### config.mk
export PLATFORM = sky130hd
export DESIGN_NAME = ida_front
export DESIGN_NICKNAME = d
export VERILOG_FILES = /design/src/design/ida_pkg.sv /design/src/design/ida_front.sv
export SDC_FILE = /design/constraint.sdc
export NUM_CORES = 1
export LEC_CHECK = 0
export ABC_CLOCK_PERIOD_IN_PS = 17370
export BUFFER_PORTS_ARGS = -buffer_cell sky130_fd_sc_hd__buf_4
export CAP_MARGIN = 20
export CORE_UTILIZATION = 35
export DETAILED_ROUTE_END_ITERATION = 10
export PLACE_DENSITY = 0.54
export SYNTH_ARGS = -nofsm -noshare
export SYNTH_HDL_FRONTEND = slang
export SYNTH_SLANG_ARGS = --single-unit
export TNS_END_PERCENT = 50
### constraint.sdc
create_clock -name clock -period 17.37 [get_ports clock]
set_clock_uncertainty 0.05 [all_clocks]
set_input_delay 0 -clock clock [delete_from_list [all_inputs] [get_ports clock]]
set_output_delay 0 -clock clock [all_outputs]
set_load 0.005 [all_outputs]
### src/design/ida_pkg.sv
// Package for the intersubband dipole accumulator.
// Field widths, fixed-point constants and the queue entry type; no dependencies.
`default_nettype none
package ida_pkg;

   localparam int PSI_W   = 18;
   localparam int EDGE_W  = 24;
   localparam int MASS_W  = 18;
   localparam int GAP_W   = 23;
   localparam int E_W     = 24;
   localparam int SCALE_W = 32;
   localparam int S_W     = 26;            // gap + energy - band edge, signed
   localparam int D_W     = 43;            // mass * S
   localparam int NUM_W   = 64;            // gap * 2^40 + d / 2
   localparam int SHIFT_W = 40;
   localparam int Q_W     = 31;            // inverse mass quotient bits
   localparam int INV_W   = 32;            // sum of two inverse masses
   localparam int P_W     = 38;            // signed product of psi sum and delta
   localparam int PMAG_W  = 37;
   localparam int AMAG_W  = 41;
   localparam int ALO_W   = 21;
   localparam int PROD_W  = 78;
   localparam int TMAG_W  = 46;
   localparam int ACC_W   = 40;            // accumulator width
   localparam int OUT_W   = 40;
   localparam int CMP_W   = ((ACC_W > TMAG_W) ? ACC_W : TMAG_W) + 1;
   localparam int CNT_W   = 5;             // divider step counter

   // Register indexes of the configuration port.
   localparam logic [1:0] REG_ENERGY_M   = 2'd0;
   localparam logic [1:0] REG_ENERGY_N   = 2'd1;
   localparam logic [1:0] REG_PAIR_SCALE = 2'd2;

   // One classified grid point waiting for the back end.
   typedef struct packed {
      logic                     pair;       // a previous point exists
      logic [MASS_W-1:0]        mass;
      logic [GAP_W-1:0]         gap;
      logic signed [S_W-1:0]    s_m;
      logic signed [S_W-1:0]    s_n;
      logic signed [P_W-1:0]    prod;
      logic                     last;
   } ida_entry_type;

endpackage
`default_nettype wire

### src/design/ida_front.sv
// Front end: accepts grid points, pairs each with the previous one and
// classifies it into a queue entry. Uses ida_pkg.
`default_nettype none
module ida_front (
   input  wire                              clock,
   input  wire                              reset,
   input  wire                              req_valid,
   output logic                             req_ready,
   input  wire signed [ida_pkg::PSI_W-1:0]  req_psi_m,
   input  wire signed [ida_pkg::PSI_W-1:0]  req_psi_n,
   input  wire signed [ida_pkg::EDGE_W-1:0] req_band_edge,
   input  wire [ida_pkg::MASS_W-1:0]        req_mass_rel,
   input  wire [ida_pkg::GAP_W-1:0]         req_gap,
   input  wire                              req_last_point,
   input  wire signed [ida_pkg::E_W-1:0]    energy_m,
   input  wire signed [ida_pkg::E_W-1:0]    energy_n,
   input  wire                              queue_full,
   output logic                             push,
   output ida_pkg::ida_entry_type           push_data
);
   import ida_pkg::*;

   logic signed [PSI_W-1:0]   prev_psi_m_ff, prev_psi_n_ff;
   logic signed [EDGE_W-1:0]  prev_edge_ff;
   logic [MASS_W-1:0]         prev_mass_ff;
   logic [GAP_W-1:0]          prev_gap_ff;
   logic                      have_prev_ff, have_prev_in;
   logic signed [PSI_W:0]     psum, pdel;
   logic signed [S_W-1:0]     gap_s;

   assign req_ready = !queue_full;
   assign push      = req_valid && req_ready;

   // Pair terms: nonparabolic denominators and the psi product.
   always_comb begin
      psum  = (PSI_W+1)'(prev_psi_m_ff) + (PSI_W+1)'(req_psi_m);
      pdel  = (PSI_W+1)'(req_psi_n) - (PSI_W+1)'(prev_psi_n_ff);
      gap_s = S_W'(signed'({1'b0, prev_gap_ff}));
      push_data.pair = have_prev_ff;
      push_data.mass = prev_mass_ff;
      push_data.gap  = prev_gap_ff;
      push_data.s_m  = gap_s + S_W'(energy_m) - S_W'(prev_edge_ff);
      push_data.s_n  = gap_s + S_W'(energy_n) - S_W'(prev_edge_ff);
      push_data.prod = P_W'(psum) * P_W'(pdel);
      push_data.last = req_last_point;
   end

   // The last point of a profile ends the pairing.
   always_comb begin
      have_prev_in = have_prev_ff;
      if (push) begin
         have_prev_in = !req_last_point;
      end
   end

   always_ff @(posedge clock) begin
      if (reset) begin
         have_prev_ff  <= 1'b0;
         prev_psi_m_ff <= '0;
         prev_psi_n_ff <= '0;
         prev_edge_ff  <= '0;
         prev_mass_ff  <= '0;
         prev_gap_ff   <= '0;
      end else begin
         have_prev_ff <= have_prev_in;
         if (push) begin
            prev_psi_m_ff <= req_psi_m;
            prev_psi_n_ff <= req_psi_n;
            prev_edge_ff  <= req_band_edge;
            prev_mass_ff  <= req_mass_rel;
            prev_gap_ff   <= req_gap;
         end
      end
   end

endmodule
`default_nettype wire

Yosys cells after proc, flatten, opt, wreduce, memory -nomap -nowiden
Index checks and enable logic that the tools add are counted.
- register bits: 102
- bits of input ports: 154
- logic and storage cells: 16
- $add $sub $neg: 6
- multiply operators: 1
- reduce and logical (&&, ||, !) cells: 3
- operators by type and width (operator ; count):
    $sub A25 B24 Y26 ; 2
    $add A24 B24 Y25 ; 2
    $mul A19 B19 Y38 ; 1
    $add A18 B18 Y19 ; 1
    $sub A18 B18 Y19 ; 1
    $logic_not A1 Y1 ; 2
    $logic_and A1 B1 Y1 ; 1

Longest topological paths before layout
- word-level depth: 2
- depth in mapped cells: 34
- gate-level depth less buffers: 33

Worst setup path before layout
OpenSTA, ideal clock, no wires.
- path type: reg2out
- start point: register prev_psi_n_ff[0]
- end point: output port push_data[38] in the netlist's numbering
- arrival time: 8.259 ns
- data required time: 17.320 ns
- slack: 9.061 ns
- stages on the path, launching flop included: 32
- buffers on the path: 1
- cells stage by stage: dfxtp_1 > ha_1 > inv_1 > fa_1 > a21o_1 > a211o_1 > a41o_1 > o41a_1 > a211o_1 > a21o_1 > o21a_1 > buf_6 > or2_1 > fa_1 > fa_1 > inv_1 > fa_1 > fa_1 > fa_1 > fa_1 > inv_1 > fa_1 > inv_1 > ha_1 > a222oi_1 > nand2_1 > a31oi_1 > nor3_1 > o2111ai_1 > o22ai_1 > o41ai_1 > xnor2_1
- RTL lines (item ; line ; text):
    from (decl) ; ida_front.sv:23 ; logic signed [PSI_W-1:0] prev_psi_m_ff, prev_psi_n_ff;
    from (signal assigned) ; ida_front.sv:68 ; prev_psi_n_ff <= req_psi_n;
    to (decl) ; ida_front.sv:19 ; output ida_pkg::ida_entry_type push_data

==> summary.txt <==
cell repeated most along the worst path -> fa_1
chip height -> 255 µm
Post-synth ARST share -> 0%
CTS tree -> built
Worst slew margin -> 24.2%
cts hold-fix bufs -> 103
Worst path slowest cell -> dlygate4sd3_1
Root Driver -> clkbuf_16
worst min path class -> in2out
syn nets -> 3477
setup bufs post-CTS -> 0
gr ovfl total -> 0
yosys warns -> 0
post-synthesis cell count -> 2704
routability congestion estimate -> 0.910
core footprint -> 0.0631 mm²
Seq cells post-synth -> 102
outcome -> finished, final reports clean
largest net degree at the start of global routing -> 96
CTS Buf Count -> 9
Slew Limit Fails -> 0
max-cap viol count -> 0
Peak Freq -> 96.6 MHz
dpl cells -> 3795
# port buffers -> 288
Cell variety after synth -> 64
total negative slack -> 0 ns
synth top area cells -> fa_1, ha_1, inv_1, dfxtp_1, nand2_1
die area -> 0.0648 mm²
synthesized cell area -> 0.0223 mm²
PostCTS Resize Cnt -> 0
crit path max fanout -> 20
crit end category -> output pin
Clk Latency, worst-skew pair -> 0.35 ns
number of synthesized flops with an enable pin -> 0
measured slew at the worst slew-check pin -> 1.13 ns
Worst Path Class, Setup -> in2out
top-area cell type share of the netlist area -> 37.4%
CP Data Arrival Time -> 10.30 ns
vias in the first global route -> 19.6k
# H-tree levels -> 3
Cell Count, Final, Fillers Out -> 3921
RSZ-0062 raised after global routing -> no
Starting Density -> 35.4%
Final period util -> 59.6%
io pins -> 289
post-route cell area -> 0.0270 mm²
Yosys top cell by area -> fa_1
WP data required -> 17.32 ns
First DRT Iteration DRCs -> 1112
Final Hold Vio Count -> 0
placed cell area -> 0.0256 mm²
final wirelength -> 67.3 mm
wire length of the first global-routing pass -> 107 mm
Seq/Total Area, Yosys -> 9.14%
DR vias -> 19.1k
WL/cell -> 17.2 µm
area grow syn2layout -> 20.9%
crit-path max cell delay -> 0.55 ns
Max clock buf depth -> 2
nets@finish -> 3841
final core utilization -> 42.8%
dpl hpwl -> 55.7 mm
share of cells above drive strength 1 -> 11.7%
Setup-failing EPs final -> 0
initial antenna violation count -> 2
# rows -> 92
Final ANT Viol Nets -> 0
count leader, synth -> inv_1
commonest cells in the netlist -> inv_1, fa_1, nand2_1
ys flop type -> dfxtp_1
Initial DRT Pass Iterations -> 6
total track usage -> 21.0%
Avg Inst Size Synth -> 8.26 µm²
DRC viols -> 0
Vias/cell -> 4.88
Sink Count -> 102
fin crit period -> 10.35 ns
Die Wd -> 255 µm
startpoint types -> input pin
==> stage by stage <==
| stage | setup slack, ns | hold WS (ns) |
|---|---|---|
| floorplan | 9.06 | -0.0158 |
| global placement | 7.46 | 0.135 |
| detailed placement | 7.53 | 0.135 |
| CTS | 7.06 | 0.223 |
| global route | 6.48 | 0.240 |
| finish | 7.02 | 0.222 |
==> cell usage in the layout, fill, tap and decap left out, types with 20 or more instances in the layout <==
cell type,synthesis,final
nand2b_1,28,28
o21a_1,20,20
nor3_1,29,28
nor2b_1,22,22
xnor2_1,90,82
a21o_1,32,32
dlygate4sd3_1,0,103
dfxtp_1,102,102
nand3_1,29,29
inv_1,616,616
a21oi_1,186,186
nand2_1,415,414
ha_1,202,202
xor2_1,37,37
nor2_1,174,174
and2_1,37,37
fa_1,417,417
o21ai_0,49,49
buf_4,2,324
==> critical path: cells and delay by family <==
family                     cells  cell delay, ns
xor gates and xnor gates       1            0.17
buffers and inverters          8            1.10
adders and majority gates     10            4.24
and+or+nand+nor                3            0.74
AOI/OAI and AO/OA             12            4.04
==> layout make-up <==
type,count,area [µm²]
Fill cell,6453,36100
Multi-Input combinational cell,1906,17700
Antenna cell,2,5.00
Tap cell,846,1060
Sequential cell,102,2040
Timing Repair Buffer,431,3540
Inverter,618,2320
Clock buffer,12,236
Clock inverter,4,56.3
==> sequential cells by signal, summed over array words and instances (netlist names) <==
signal and flops:
prev_edge_ff 24, prev_gap_ff 23, prev_mass_ff 18, prev_psi_m_ff 18, prev_psi_n_ff 18, have_prev_ff 1
==> path summary, 6_finish.rpt <==
| check | from | endpoint | slack [ns] | depth (start not counted) |
|---|---|---|---|---|
| worst min register to register | prev_psi_n_ff[13]$_SDFFE_PP0P_ | prev_psi_n_ff[13]$_SDFFE_PP0P_ | 0.41 | 2 |
| worst max register to register | prev_mass_ff[1]$_SDFFE_PP0P_ | prev_mass_ff[1]$_SDFFE_PP0P_ | 16.19 | 3 |
| worst max-delay path | req_psi_n[0] | push_data[38] | 7.02 | 34 |
| worst min-delay path | queue_full | req_ready | 0.22 | 3 |
==> kinds of logic (layout without fill, tap and decap cells) <==
logic type	Yosys count	after routing	share of synthesized area (%)
compound gates	384	384	10.4
xor+xnor	128	128	5.10
fa+ha+maj	619	619	48.7
buf+inv	696	1065	11.8
flops	102	102	9.14
mux	2	2	0.0896
other cells	0	2	0
simple gates	773	773	14.8
==> routing by layer <==
layer / track usage (%) / vias up / wire (µm)
li1: - / 8994 / -
met1: 29.6 / 9556 / 30400
met2: 34.3 / 498 / 31700
met3: 2.43 / 92 / 3420
met4: 5.29 / 0 / 1770
met5: 0 / - / 0
Power is not shown: default switching activity piles up to over one toggle a cycle in this logic, so the estimate is an artifact.
