`src/design/ida_pkg.sv`:
```
// Package for the intersubband dipole accumulator.
// Field widths, fixed-point constants and the queue entry type; no dependencies.
`default_nettype none
package ida_pkg;

   localparam int PSI_W   = 18;
   localparam int EDGE_W  = 24;
   localparam int MASS_W  = 18;
   localparam int GAP_W   = 23;
   localparam int E_W     = 24;
   localparam int SCALE_W = 32;
   localparam int S_W     = 26;            // gap + energy - band edge, signed
   localparam int D_W     = 43;            // mass * S
   localparam int NUM_W   = 64;            // gap * 2^40 + d / 2
   localparam int SHIFT_W = 40;
   localparam int Q_W     = 31;            // inverse mass quotient bits
   localparam int INV_W   = 32;            // sum of two inverse masses
   localparam int P_W     = 38;            // signed product of psi sum and delta
   localparam int PMAG_W  = 37;
   localparam int AMAG_W  = 41;
   localparam int ALO_W   = 21;
   localparam int PROD_W  = 78;
   localparam int TMAG_W  = 46;
   localparam int ACC_W   = 40;            // accumulator width
   localparam int OUT_W   = 40;
   localparam int CMP_W   = ((ACC_W > TMAG_W) ? ACC_W : TMAG_W) + 1;
   localparam int CNT_W   = 5;             // divider step counter

   // Register indexes of the configuration port.
   localparam logic [1:0] REG_ENERGY_M   = 2'd0;
   localparam logic [1:0] REG_ENERGY_N   = 2'd1;
   localparam logic [1:0] REG_PAIR_SCALE = 2'd2;

   // One classified grid point waiting for the back end.
   typedef struct packed {
      logic                     pair;       // a previous point exists
      logic [MASS_W-1:0]        mass;
      logic [GAP_W-1:0]         gap;
      logic signed [S_W-1:0]    s_m;
      logic signed [S_W-1:0]    s_n;
      logic signed [P_W-1:0]    prod;
      logic                     last;
   } ida_entry_type;

endpackage
`default_nettype wire

```
`src/design/ida_queue.sv`:
```
// Two-entry queue of classified grid points between front and back end.
// Uses ida_pkg::ida_entry_type.
`default_nettype none
module ida_queue (
   input  wire                          clock,
   input  wire                          reset,
   input  wire                          push,
   input  wire ida_pkg::ida_entry_type  push_data,
   output logic                         full,
   input  wire                          pop,
   output ida_pkg::ida_entry_type       head,
   output logic                         empty
);
   import ida_pkg::*;

   ida_entry_type  slot_ff [2];
   logic           wr_ff, wr_in, rd_ff, rd_in;
   logic [1:0]     count_ff, count_in;

   // Pointer and occupancy update.
   always_comb begin
      wr_in    = wr_ff;
      rd_in    = rd_ff;
      count_in = count_ff;
      if (push) begin
         wr_in = ~wr_ff;
      end
      if (pop) begin
         rd_in = ~rd_ff;
      end
      if (push && !pop) begin
         count_in = count_ff + 1'b1;
      end else if (pop && !push) begin
         count_in = count_ff - 1'b1;
      end
   end

   always_ff @(posedge clock) begin
      if (reset) begin
         wr_ff    <= 1'b0;
         rd_ff    <= 1'b0;
         count_ff <= '0;
      end else begin
         wr_ff    <= wr_in;
         rd_ff    <= rd_in;
         count_ff <= count_in;
      end
      if (push) begin
         slot_ff[wr_ff] <= push_data;
      end
   end

   assign full  = (count_ff == 2'd2);
   assign empty = (count_ff == 2'd0);
   assign head  = slot_ff[rd_ff];

endmodule
`default_nettype wire

```
`config.mk`:
```
export PLATFORM = sky130hd
export DESIGN_NAME = ida_queue
export DESIGN_NICKNAME = d
export VERILOG_FILES = /design/src/design/ida_pkg.sv /design/src/design/ida_queue.sv
export SDC_FILE = /design/constraint.sdc
export NUM_CORES = 1
export LEC_CHECK = 0
export ABC_AREA = 1
export BUFFER_PORTS_ARGS = -buffer_cell sky130_fd_sc_hd__buf_2
export CAP_MARGIN = 25
export CORE_UTILIZATION = 48
export DETAILED_ROUTE_END_ITERATION = 6
export PLACE_DENSITY = 0.84
export SYNTH_ARGS = -nofsm -noshare
export SYNTH_HDL_FRONTEND = slang
export SYNTH_SLANG_ARGS = --single-unit
export TNS_END_PERCENT = 100
```
`constraint.sdc`:
```
create_clock -name clock -period 7.7 [get_ports clock]
set_clock_uncertainty 0.1 [all_clocks]
set_input_delay 0 -clock clock [delete_from_list [all_inputs] [get_ports clock]]
set_output_delay 0 -clock clock [all_outputs]
set_load 0.005 [all_outputs]
```
# Word level (Yosys, flattened, before mapping)
# Memory sizes are Yosys's and may differ from the RTL's. A register that Yosys moved wholly into a read port is not among the register bits.
# Index checks and enable logic that the tools add are counted.
classes:
  reduce_logical: 6
  n_eq_ne: 1
  addsub: 2
  mux: 6
  bitwise_logic: 2
ops:
  columns: ["cell", "count"]
  rows:
  - ["$mux 1", 4]
  - ["$mux 2", 2]
  - ["$add 2x1->2 const B", 1]
  - ["$eq 2x2->1 const B", 1]
  - ["$logic_and 1x1->1", 2]
  - ["$logic_not 1->1", 2]
  - ["$logic_not 2->1", 1]
  - ["$not 1->1", 2]
  - ["$reduce_bool 2->1", 1]
  - ["$sub 2x1->2 const B", 1]
word_totals:
  memories: 1
  in_bits: 137
  out_inout_bits: 135
  word_cells: 21
  ram_bits: 266
  regBits: 4
memory_table:
  columns: ["name", "depth", "width", "rd", "rd_ports_with_merged_regs", "write_ports", "line", "rtl"]
  rows:
  - ["slot_ff", 2, 133, 1, 1, 1, "ida_queue.sv:16", "ida_entry_type slot_ff [2];"]

# Longest topological paths before layout
# Gate-level depths: netlist (run 1).
depth:
  word_depth: 4
  mapped_depth: 8
  depth_no_buf: 8

# Worst setup path after synthesis (run 1)
# OpenSTA, ideal clock, no wires.
synth_path:
  kind: "register -> register"
  from: "register wr_ff"
  to: "memory slot_ff[0][0] in the netlist's numbering, enable pin"
  setup_slack_ns: 1.133
  setup_time_ns: 0.631
  path_buffers: 0
  stages_incl_launch_ff: 2
  t_arrival_ns: 5.836
  cell_sequence: "dfxtp_1 > nor2_1"
synth_lines:
  columns: ["element", "line", "rtl"]
  rows:
  - ["start: declaration", "ida_queue.sv:17", "logic wr_ff, wr_in, rd_ff, rd_in;"]
  - ["start signal: assignment", "ida_queue.sv:44", "wr_ff <= wr_in;"]
  - ["end: declaration", "ida_queue.sv:16", null]
# No word-level cell before the write port.

==> results of run 1 <==
## repair_timing
action	CTS	global route
hold buffers	137	0
gates resized for setup	0	0
hold endpoints to repair	271	0
## flip-flops by register name, indices dropped and copies added (netlist names), named ones only
name / count
rd_ff: 1
wr_ff: 1
slot_ff: 266
count_ff: 2
## routing by layer
| layer | wire length (µm) | track usage, % | vias to the layer above |
|---|---|---|---|
| li1 | - | - | 2616 |
| met5 | 0 | 0 | - |
| met3 | 1600 | 4.57 | 39 |
| met2 | 11400 | 36.3 | 268 |
| met4 | 484 | 5.98 | 0 |
| met1 | 8270 | 23.2 | 2776 |
## through the flow
step / hold WS, ns / setup WS, ns
2_1_floorplan: -0.0276 / 1.13
3_5_place_dp: 0.0907 / 5.29
4_1_cts: 0.0674 / 5.00
6_report: 0.0980 / 5.03
3_3_place_gp: 0.0875 / 5.30
5_1_grt: 0.0784 / 4.90
## final timing paths
check                              startpoint  depth (start not counted)             end
worst max register to register          wr_ff                          3  slot_ff[1][31]
worst min register to register          wr_ff                          2           wr_ff
worst max-delay path                flip-flop                          3         head[3]
worst min-delay path            push_data[57]                          2  slot_ff[0][57]
## power breakdown
group          internal [mW]  switching, mW
registers               1.71         0.0282
clock network          0.647          0.512
logic                  0.219          0.165
## final cells by class
class                           instances  area (µm²)
Fill cell                            1283        6550
Sequential cell                       271        8090
Tap cell                              270         338
Multi-Input combinational cell        152        1860
Antenna cell                            1        2.50
Clock buffer                           35         706
Timing Repair Buffer                  413        2770
Clock inverter                         15        78.8
Inverter                                9        38.8
## cell usage in the layout, fill, tap and decap left out, drive strengths merged
master       instances
diode                1
dlygate4sd3        137
nand3                1
xnor2                1
clkbuf              35
inv                 10
dfxtp                5
mux2               133
nand4                1
ha                   1
o21ai                1
clkinv              14
nor2                 7
edfxtp             266
nand2                5
a21oi                1
buf                276
nor3                 1
## cells by family (layout without fill, tap and decap cells)
group,after synthesis,after routing,share of synthesized area (%)
flip-flops,271,271,80.0
AND/OR/NAND/NOR,15,15,0.607
other,0,1,0
buffers and inverters,24,472,1.63
adder cells (fa/ha/maj),1,1,0.124
XOR/XNOR,1,1,0.0867
AO/OA/AOI/OAI,2,2,0.0990
multiplexers,133,133,17.4
==> impl_summary.log, run 1 <==
[metrics] result of the run: complete, no violations
[metrics] chip width: 147 µm
[metrics] number of antenna-violating nets in the routed design: 0
[metrics] worst voltage drop across the vdd grid: 169 µV
[metrics] total power consumption of the routed design: 3.28 mW
[metrics] Critical Path, Cell by Cell: buf_4 > mux2_2 > buf_2
[metrics] worst max-slew margin expressed relative to the limit: 33.0%
[metrics] count of different cell masters after synthesis: 16
[metrics] DR DRC count: 0
[metrics] category of the worst setup path capture point: primary output
[metrics] Synth top area share: 79.0%
[metrics] most instantiated cells after synthesis: edfxtp_1, mux2_4, mux2_2
[metrics] net count after synthesis: 585
[metrics] insertion delay of the later-clocked pin in the worst-skew pair: 0.53 ns
[metrics] total clock sinks: 271
[metrics] total number of placement rows: 52
[metrics] placed cells: 978
[metrics] Setup TNS Final: 0 ns
[metrics] CTS tree: built
[metrics] worst path bufs/invs: 2
[metrics] reported leakage power: 5.43 nW
[metrics] sequential cell area fraction in the yosys report: 80.0%
[metrics] required time of the critical path: 7.60 ns
[metrics] clock slew seen by the registers of the worst setup and hold paths: 0.06 ns
[metrics] worst-path maximum fanout: 59
[metrics] slowest CP cell: buf_4
[metrics] dominant cell type by area after synthesis: edfxtp_1
[metrics] ratio of final minimum period to clock period: 34.7%
[metrics] postcts setup bufs: 0
[metrics] kind of critical path: reg -> out
[metrics] share of final-layout standard cells stronger than drive strength 1: 49.7%
[metrics] Final Routed Wirelength: 21700 µm
[metrics] via count of the first global-routing pass: 6024
[metrics] area of the die: 0.0216 mm²
[metrics] hold violation total from the final report: 0
[metrics] clock period minus worst slack: 2.67 ns
[metrics] chip height: 147 µm
[metrics] layout overhead on the synthesized area: 37.4%
[metrics] nets@finish: 1012
[metrics] initial detailed-routing violation count: 299
[metrics] detailed-routing iteration count for the pre-antenna-repair pass: 4
[metrics] core footprint: 0.0204 mm²
[metrics] dominant register cell in the synthesized netlist: edfxtp_1
[metrics] effective utilization at floorplan: 49.5%
[metrics] Clock Tree Buf Depth: 3
[metrics] I/O Buffers: 271
[metrics] top post-synthesis cells by area: edfxtp_1, mux2_4, mux2_2
[metrics] global placement routability congestion: 0.730
[metrics] async set-or-reset flop fraction in the synthesized netlist: 0%
[metrics] flop2flop setup slack: 5.29 ns
[metrics] count of flip-flops with a built-in enable after synthesis: 266
[metrics] Final HPWL DP: 12200 µm
[metrics] Vias: 5699
[metrics] WP data arrival: 2.57 ns
[metrics] path category of the worst min-delay check: in -> reg
[metrics] most frequent cell after synthesis: edfxtp_1
[metrics] total track usage: 19.9%
[metrics] Synth Area per Inst: 22.6 µm²
[metrics] count of synthesis-stage warnings from yosys: 0
[metrics] area of the mapped netlist: 0.0101 mm²
[metrics] Cell Area, Placed: 0.0117 mm²
[metrics] RSZ-0062 raised after global routing: no
[metrics] count of state elements after synthesis: 271
[metrics] largest net degree at the start of global routing: 76
[metrics] fin area: 0.0139 mm²
[metrics] library cell used as clock root buffer: clkbuf_16
[metrics] longest individual stage delay on the worst path: 0.79 ns
[metrics] kind of cell adding the most delay to the critical path: buffers and inverters
[metrics] CTS H-Tree Depth: 1
[metrics] instance count of the mapped netlist: 447
[metrics] final standard cell count with taps included and fillers excluded: 1166
[metrics] detailed-route vias per instance: 4.89
[metrics] startpoint type of the worst setup path: flip-flop
[metrics] power density normalized to cell area: 236 mW/mm²
[metrics] CTS buffer count: 27
[metrics] Max-Cap Viols: 0
[metrics] measured slew at the worst slew-check pin: 1.00 ns
[metrics] WL per Instance: 18.6 µm
[metrics] overall overflow remaining after global route: 0
[metrics] initial antenna violation count: 1
[metrics] fmax: 375 MHz
[metrics] I/O pins: 272
[metrics] setup violators final: 0
[metrics] global-route wire length before repair: 32700 µm
[metrics] share of the core filled with cells in the final layout: 67.9%
[metrics] fin. max-slew vios: 0
(Power assumes the default switching activity.)
==> inputs of run 2 (changes only) <==
CORE_UTILIZATION = 47   (was 48)
PLACE_DENSITY = 0.85   (was 0.84)
clock period = 2.2 ns   (was 7.7 ns; I/O delays follow)
==> impl_summary.log, run 2 (same netlist as run 1, synthesis figures left out) <==
[metrics] result of the run: complete, no violations (unchanged)
[metrics] hold violation total from the final report: 0 (unchanged)
[metrics] max reg flops: 266 (unchanged)
[metrics] fin. max-slew vios: 0 (unchanged)
[metrics] fin area: 0.0141 mm² (was 0.0139 mm²)
[metrics] total number of placement rows: 53 (was 52)
[metrics] number of antenna-violating nets in the routed design: 0 (unchanged)
[metrics] DR WL met2: 11500 µm (was 11400 µm)
[metrics] largest net degree at the start of global routing: 84 (was 76)
[metrics] total clock sinks: 271 (unchanged)
[metrics] WP data arrival: 1.95 ns (was 2.57 ns)
[metrics] share of final-layout standard cells stronger than drive strength 1: 50.6% (was 49.7%)
[metrics] amount of wire on met3 after detailed routing: 1490 µm (was 1600 µm)
[metrics] Cell Area, Placed: 0.0118 mm² (was 0.0117 mm²)
[metrics] global placement routability congestion: 0.745 (was 0.730)
[metrics] worst reg-to-reg path cell count: 3 (unchanged)
[metrics] postcts setup bufs: 0 (unchanged)
[metrics] most common cell after layout, fill and taps aside: buf_2 (unchanged)
[metrics] post-cts gate resize count: 0 (unchanged)
[metrics] Clock Tree Buf Depth: 3 (unchanged)
[metrics] leading registers by flop count: slot_ff x266, count_ff x2 (unchanged)
[metrics] global-route wire length before repair: 31700 µm (was 32700 µm)
[metrics] insertion delay of the later-clocked pin in the worst-skew pair: 0.52 ns (was 0.53 ns)
[metrics] worst flop-to-flop path startpoint: wr_ff (unchanged)
[metrics] area of the die: 0.0221 mm² (was 0.0216 mm²)
[metrics] Setup TNS Final: 0 ns (unchanged)
[metrics] most flop-heavy register: slot_ff (unchanged)
[metrics] total routed wire length on the met1 layer: 7680 µm (was 8270 µm)
[metrics] I/O pins: 272 (unchanged)
[metrics] initial detailed-routing violation count: 248 (was 299)
[metrics] clock period minus worst slack: 2.05 ns
[metrics] Final Routed Wirelength: 21300 µm (was 21700 µm)
[metrics] ratio of final minimum period to clock period: 93.1%
[metrics] depth of the worst hold-timing path: 2 (unchanged)
[metrics] pre-CTS setup slack: 0.700 ns (was 5.29 ns)
[metrics] CTS H-Tree Depth: 1 (unchanged)
[metrics] endpoint of the most critical register-to-register path: slot_ff[1][71] (was slot_ff[1][31])
[metrics] Final HPWL DP: 11900 µm (was 12200 µm)
[metrics] overall overflow remaining after global route: 0 (unchanged)
[metrics] kind of critical path: reg -> out (unchanged)
[metrics] worst-path maximum fanout: 47 (was 59)
[metrics] chip height: 149 µm (was 147 µm)
[metrics] clock slew seen by the registers of the worst setup and hold paths: 0.06 ns (about the same)
[metrics] launch instance of the worst min-delay path: push_data[36] (was push_data[57])
[metrics] Critical Path, Cell by Cell: buf_12 > mux2_2 > buf_2 (was buf_4 > mux2_2 > buf_2)
[metrics] detailed-route vias per instance: 4.85 (was 4.89)
[metrics] category of the worst setup path capture point: primary output (unchanged)
[metrics] Worst Setup Slack, final: 0.153 ns (was 5.03 ns)
[metrics] worst max-slew margin expressed relative to the limit: 66.1% (was 33.0%)
[metrics] worst voltage drop across the vdd grid: 788 µV (was 169 µV)
[metrics] via count of the first global-routing pass: 6181 (was 6024)
[metrics] power density normalized to cell area: 859 mW/mm² (was 236 mW/mm²)
[metrics] core footprint: 0.0210 mm² (was 0.0204 mm²)
[metrics] setup violators final: 0 (unchanged)
[metrics] total track usage: 18.8% (was 19.9%)
[metrics] nets@finish: 1016 (was 1012)
[metrics] WL per Instance: 18.1 µm (was 18.6 µm)
[metrics] initial antenna violation count: 2 (was 1)
[metrics] Vias: 5712 (was 5699)
[metrics] layout overhead on the synthesized area: 39.9% (was 37.4%)
[metrics] flop2flop setup slack: 0.73 ns (was 5.29 ns)
[metrics] total number of cells along the worst setup path: 3 (unchanged)
[metrics] chip width: 149 µm (was 147 µm)
[metrics] CTS buffer count: 28 (was 27)
[metrics] path category of the worst min-delay check: in -> reg (unchanged)
[metrics] DR DRC count: 0 (unchanged)
[metrics] RSZ-0062 raised after global routing: no (unchanged)
[metrics] effective utilization at floorplan: 48.1% (was 49.5%)
[metrics] fmax: 488 MHz
[metrics] top layer used by detailed routing: met4 (unchanged)
[metrics] library cell used as clock root buffer: clkbuf_16 (unchanged)
[metrics] leading cell types in the layout, fill and taps excluded: buf_2, edfxtp_1, dlygate4sd3_1 (unchanged)
[metrics] Max-Cap Viols: 0 (unchanged)
[metrics] CTS tree: built (unchanged)
[metrics] detailed-routing iteration count for the pre-antenna-repair pass: 4 (unchanged)
[metrics] kind of cell adding the most delay to the critical path: flip-flops (was buffers and inverters)
[metrics] longest individual stage delay on the worst path: 0.51 ns (was 0.79 ns)
[metrics] I/O Buffers: 271 (unchanged)
[metrics] startpoint type of the worst setup path: flip-flop (unchanged)
[metrics] measured slew at the worst slew-check pin: 0.509 ns (was 1.00 ns)
[metrics] worst path bufs/invs: 2 (unchanged)
[metrics] reported leakage power: 5.53 nW (was 5.43 nW)
[metrics] slowest CP cell: dfxtp_4 (was buf_4)
[metrics] sink of the worst hold path: slot_ff[1][36] (was slot_ff[0][57])
[metrics] required time of the critical path: 2.10 ns (was 7.60 ns)
==> run 2: changes by cell type in the layout (fill, tap and decap cells not counted), sizes merged, moves of 2 or more <==
cell / previous run / this run
clkinv: 14 / 8
bufinv: 0 / 4
clkbuf: 35 / 39
buf: 276 / 279
clkinvlp: 0 / 2
inv: 10 / 8
==> run 2: what timing repair did <==
| action | in CTS | in global routing |
|---|---|---|
| endpoints found under the setup margin | 0 | 0 |
| hold buffers | 137 | 0 |
| hold endpoints to repair | 271 | 0 |
==> run 2: where the power goes <==
part / internal, mW / switching [mW]
logic: 0.788 / 0.587
registers: 5.98 / 0.0881
clock network: 2.88 / 1.82
==> run 2: cell type report <==
class	instances	area, µm²
inverter	9	37.5
fill	1339	6890
clock buffer	39	763
multi-input combinational	152	1860
antenna	2	5.00
tap	275	344
timing repair buffer	416	2860
clock inverter	13	166
sequential	271	8090
==> run 2: how the worst max path moves through the flow <==
stage,slack (ns),from,end
2_1_floorplan,-0.66,wr_ff,slot_ff[1][0]
3_3_place_gp,0.73,flip-flop,head[35]
3_5_place_dp,0.70,flip-flop,head[18]
4_1_cts,0.13,flip-flop,head[18]
5_1_grt,0.09,flip-flop,head[9]
6_report,0.15,flip-flop,head[9]
==> run 2: metrics by stage <==
step                utilization (%)  power, mW  instances  hold WS, ns
global route                   67.2       12.6       1177       0.0715
CTS                            67.2       12.2       1175       0.0677
global placement               56.3       7.29        986       0.0871
detailed placement             56.3       7.34        986       0.0910
floorplan                         -       6.82        447      -0.0282
finish                         67.2       12.1       1177       0.0917
==> run 2: routing by layer <==
| layer | track usage (%) | up-vias |
|---|---|---|
| li1 | - | 2627 |
| met1 | 20.7 | 2804 |
| met2 | 35.4 | 236 |
| met3 | 4.29 | 45 |
| met4 | 6.49 | 0 |
| met5 | 0 | - |
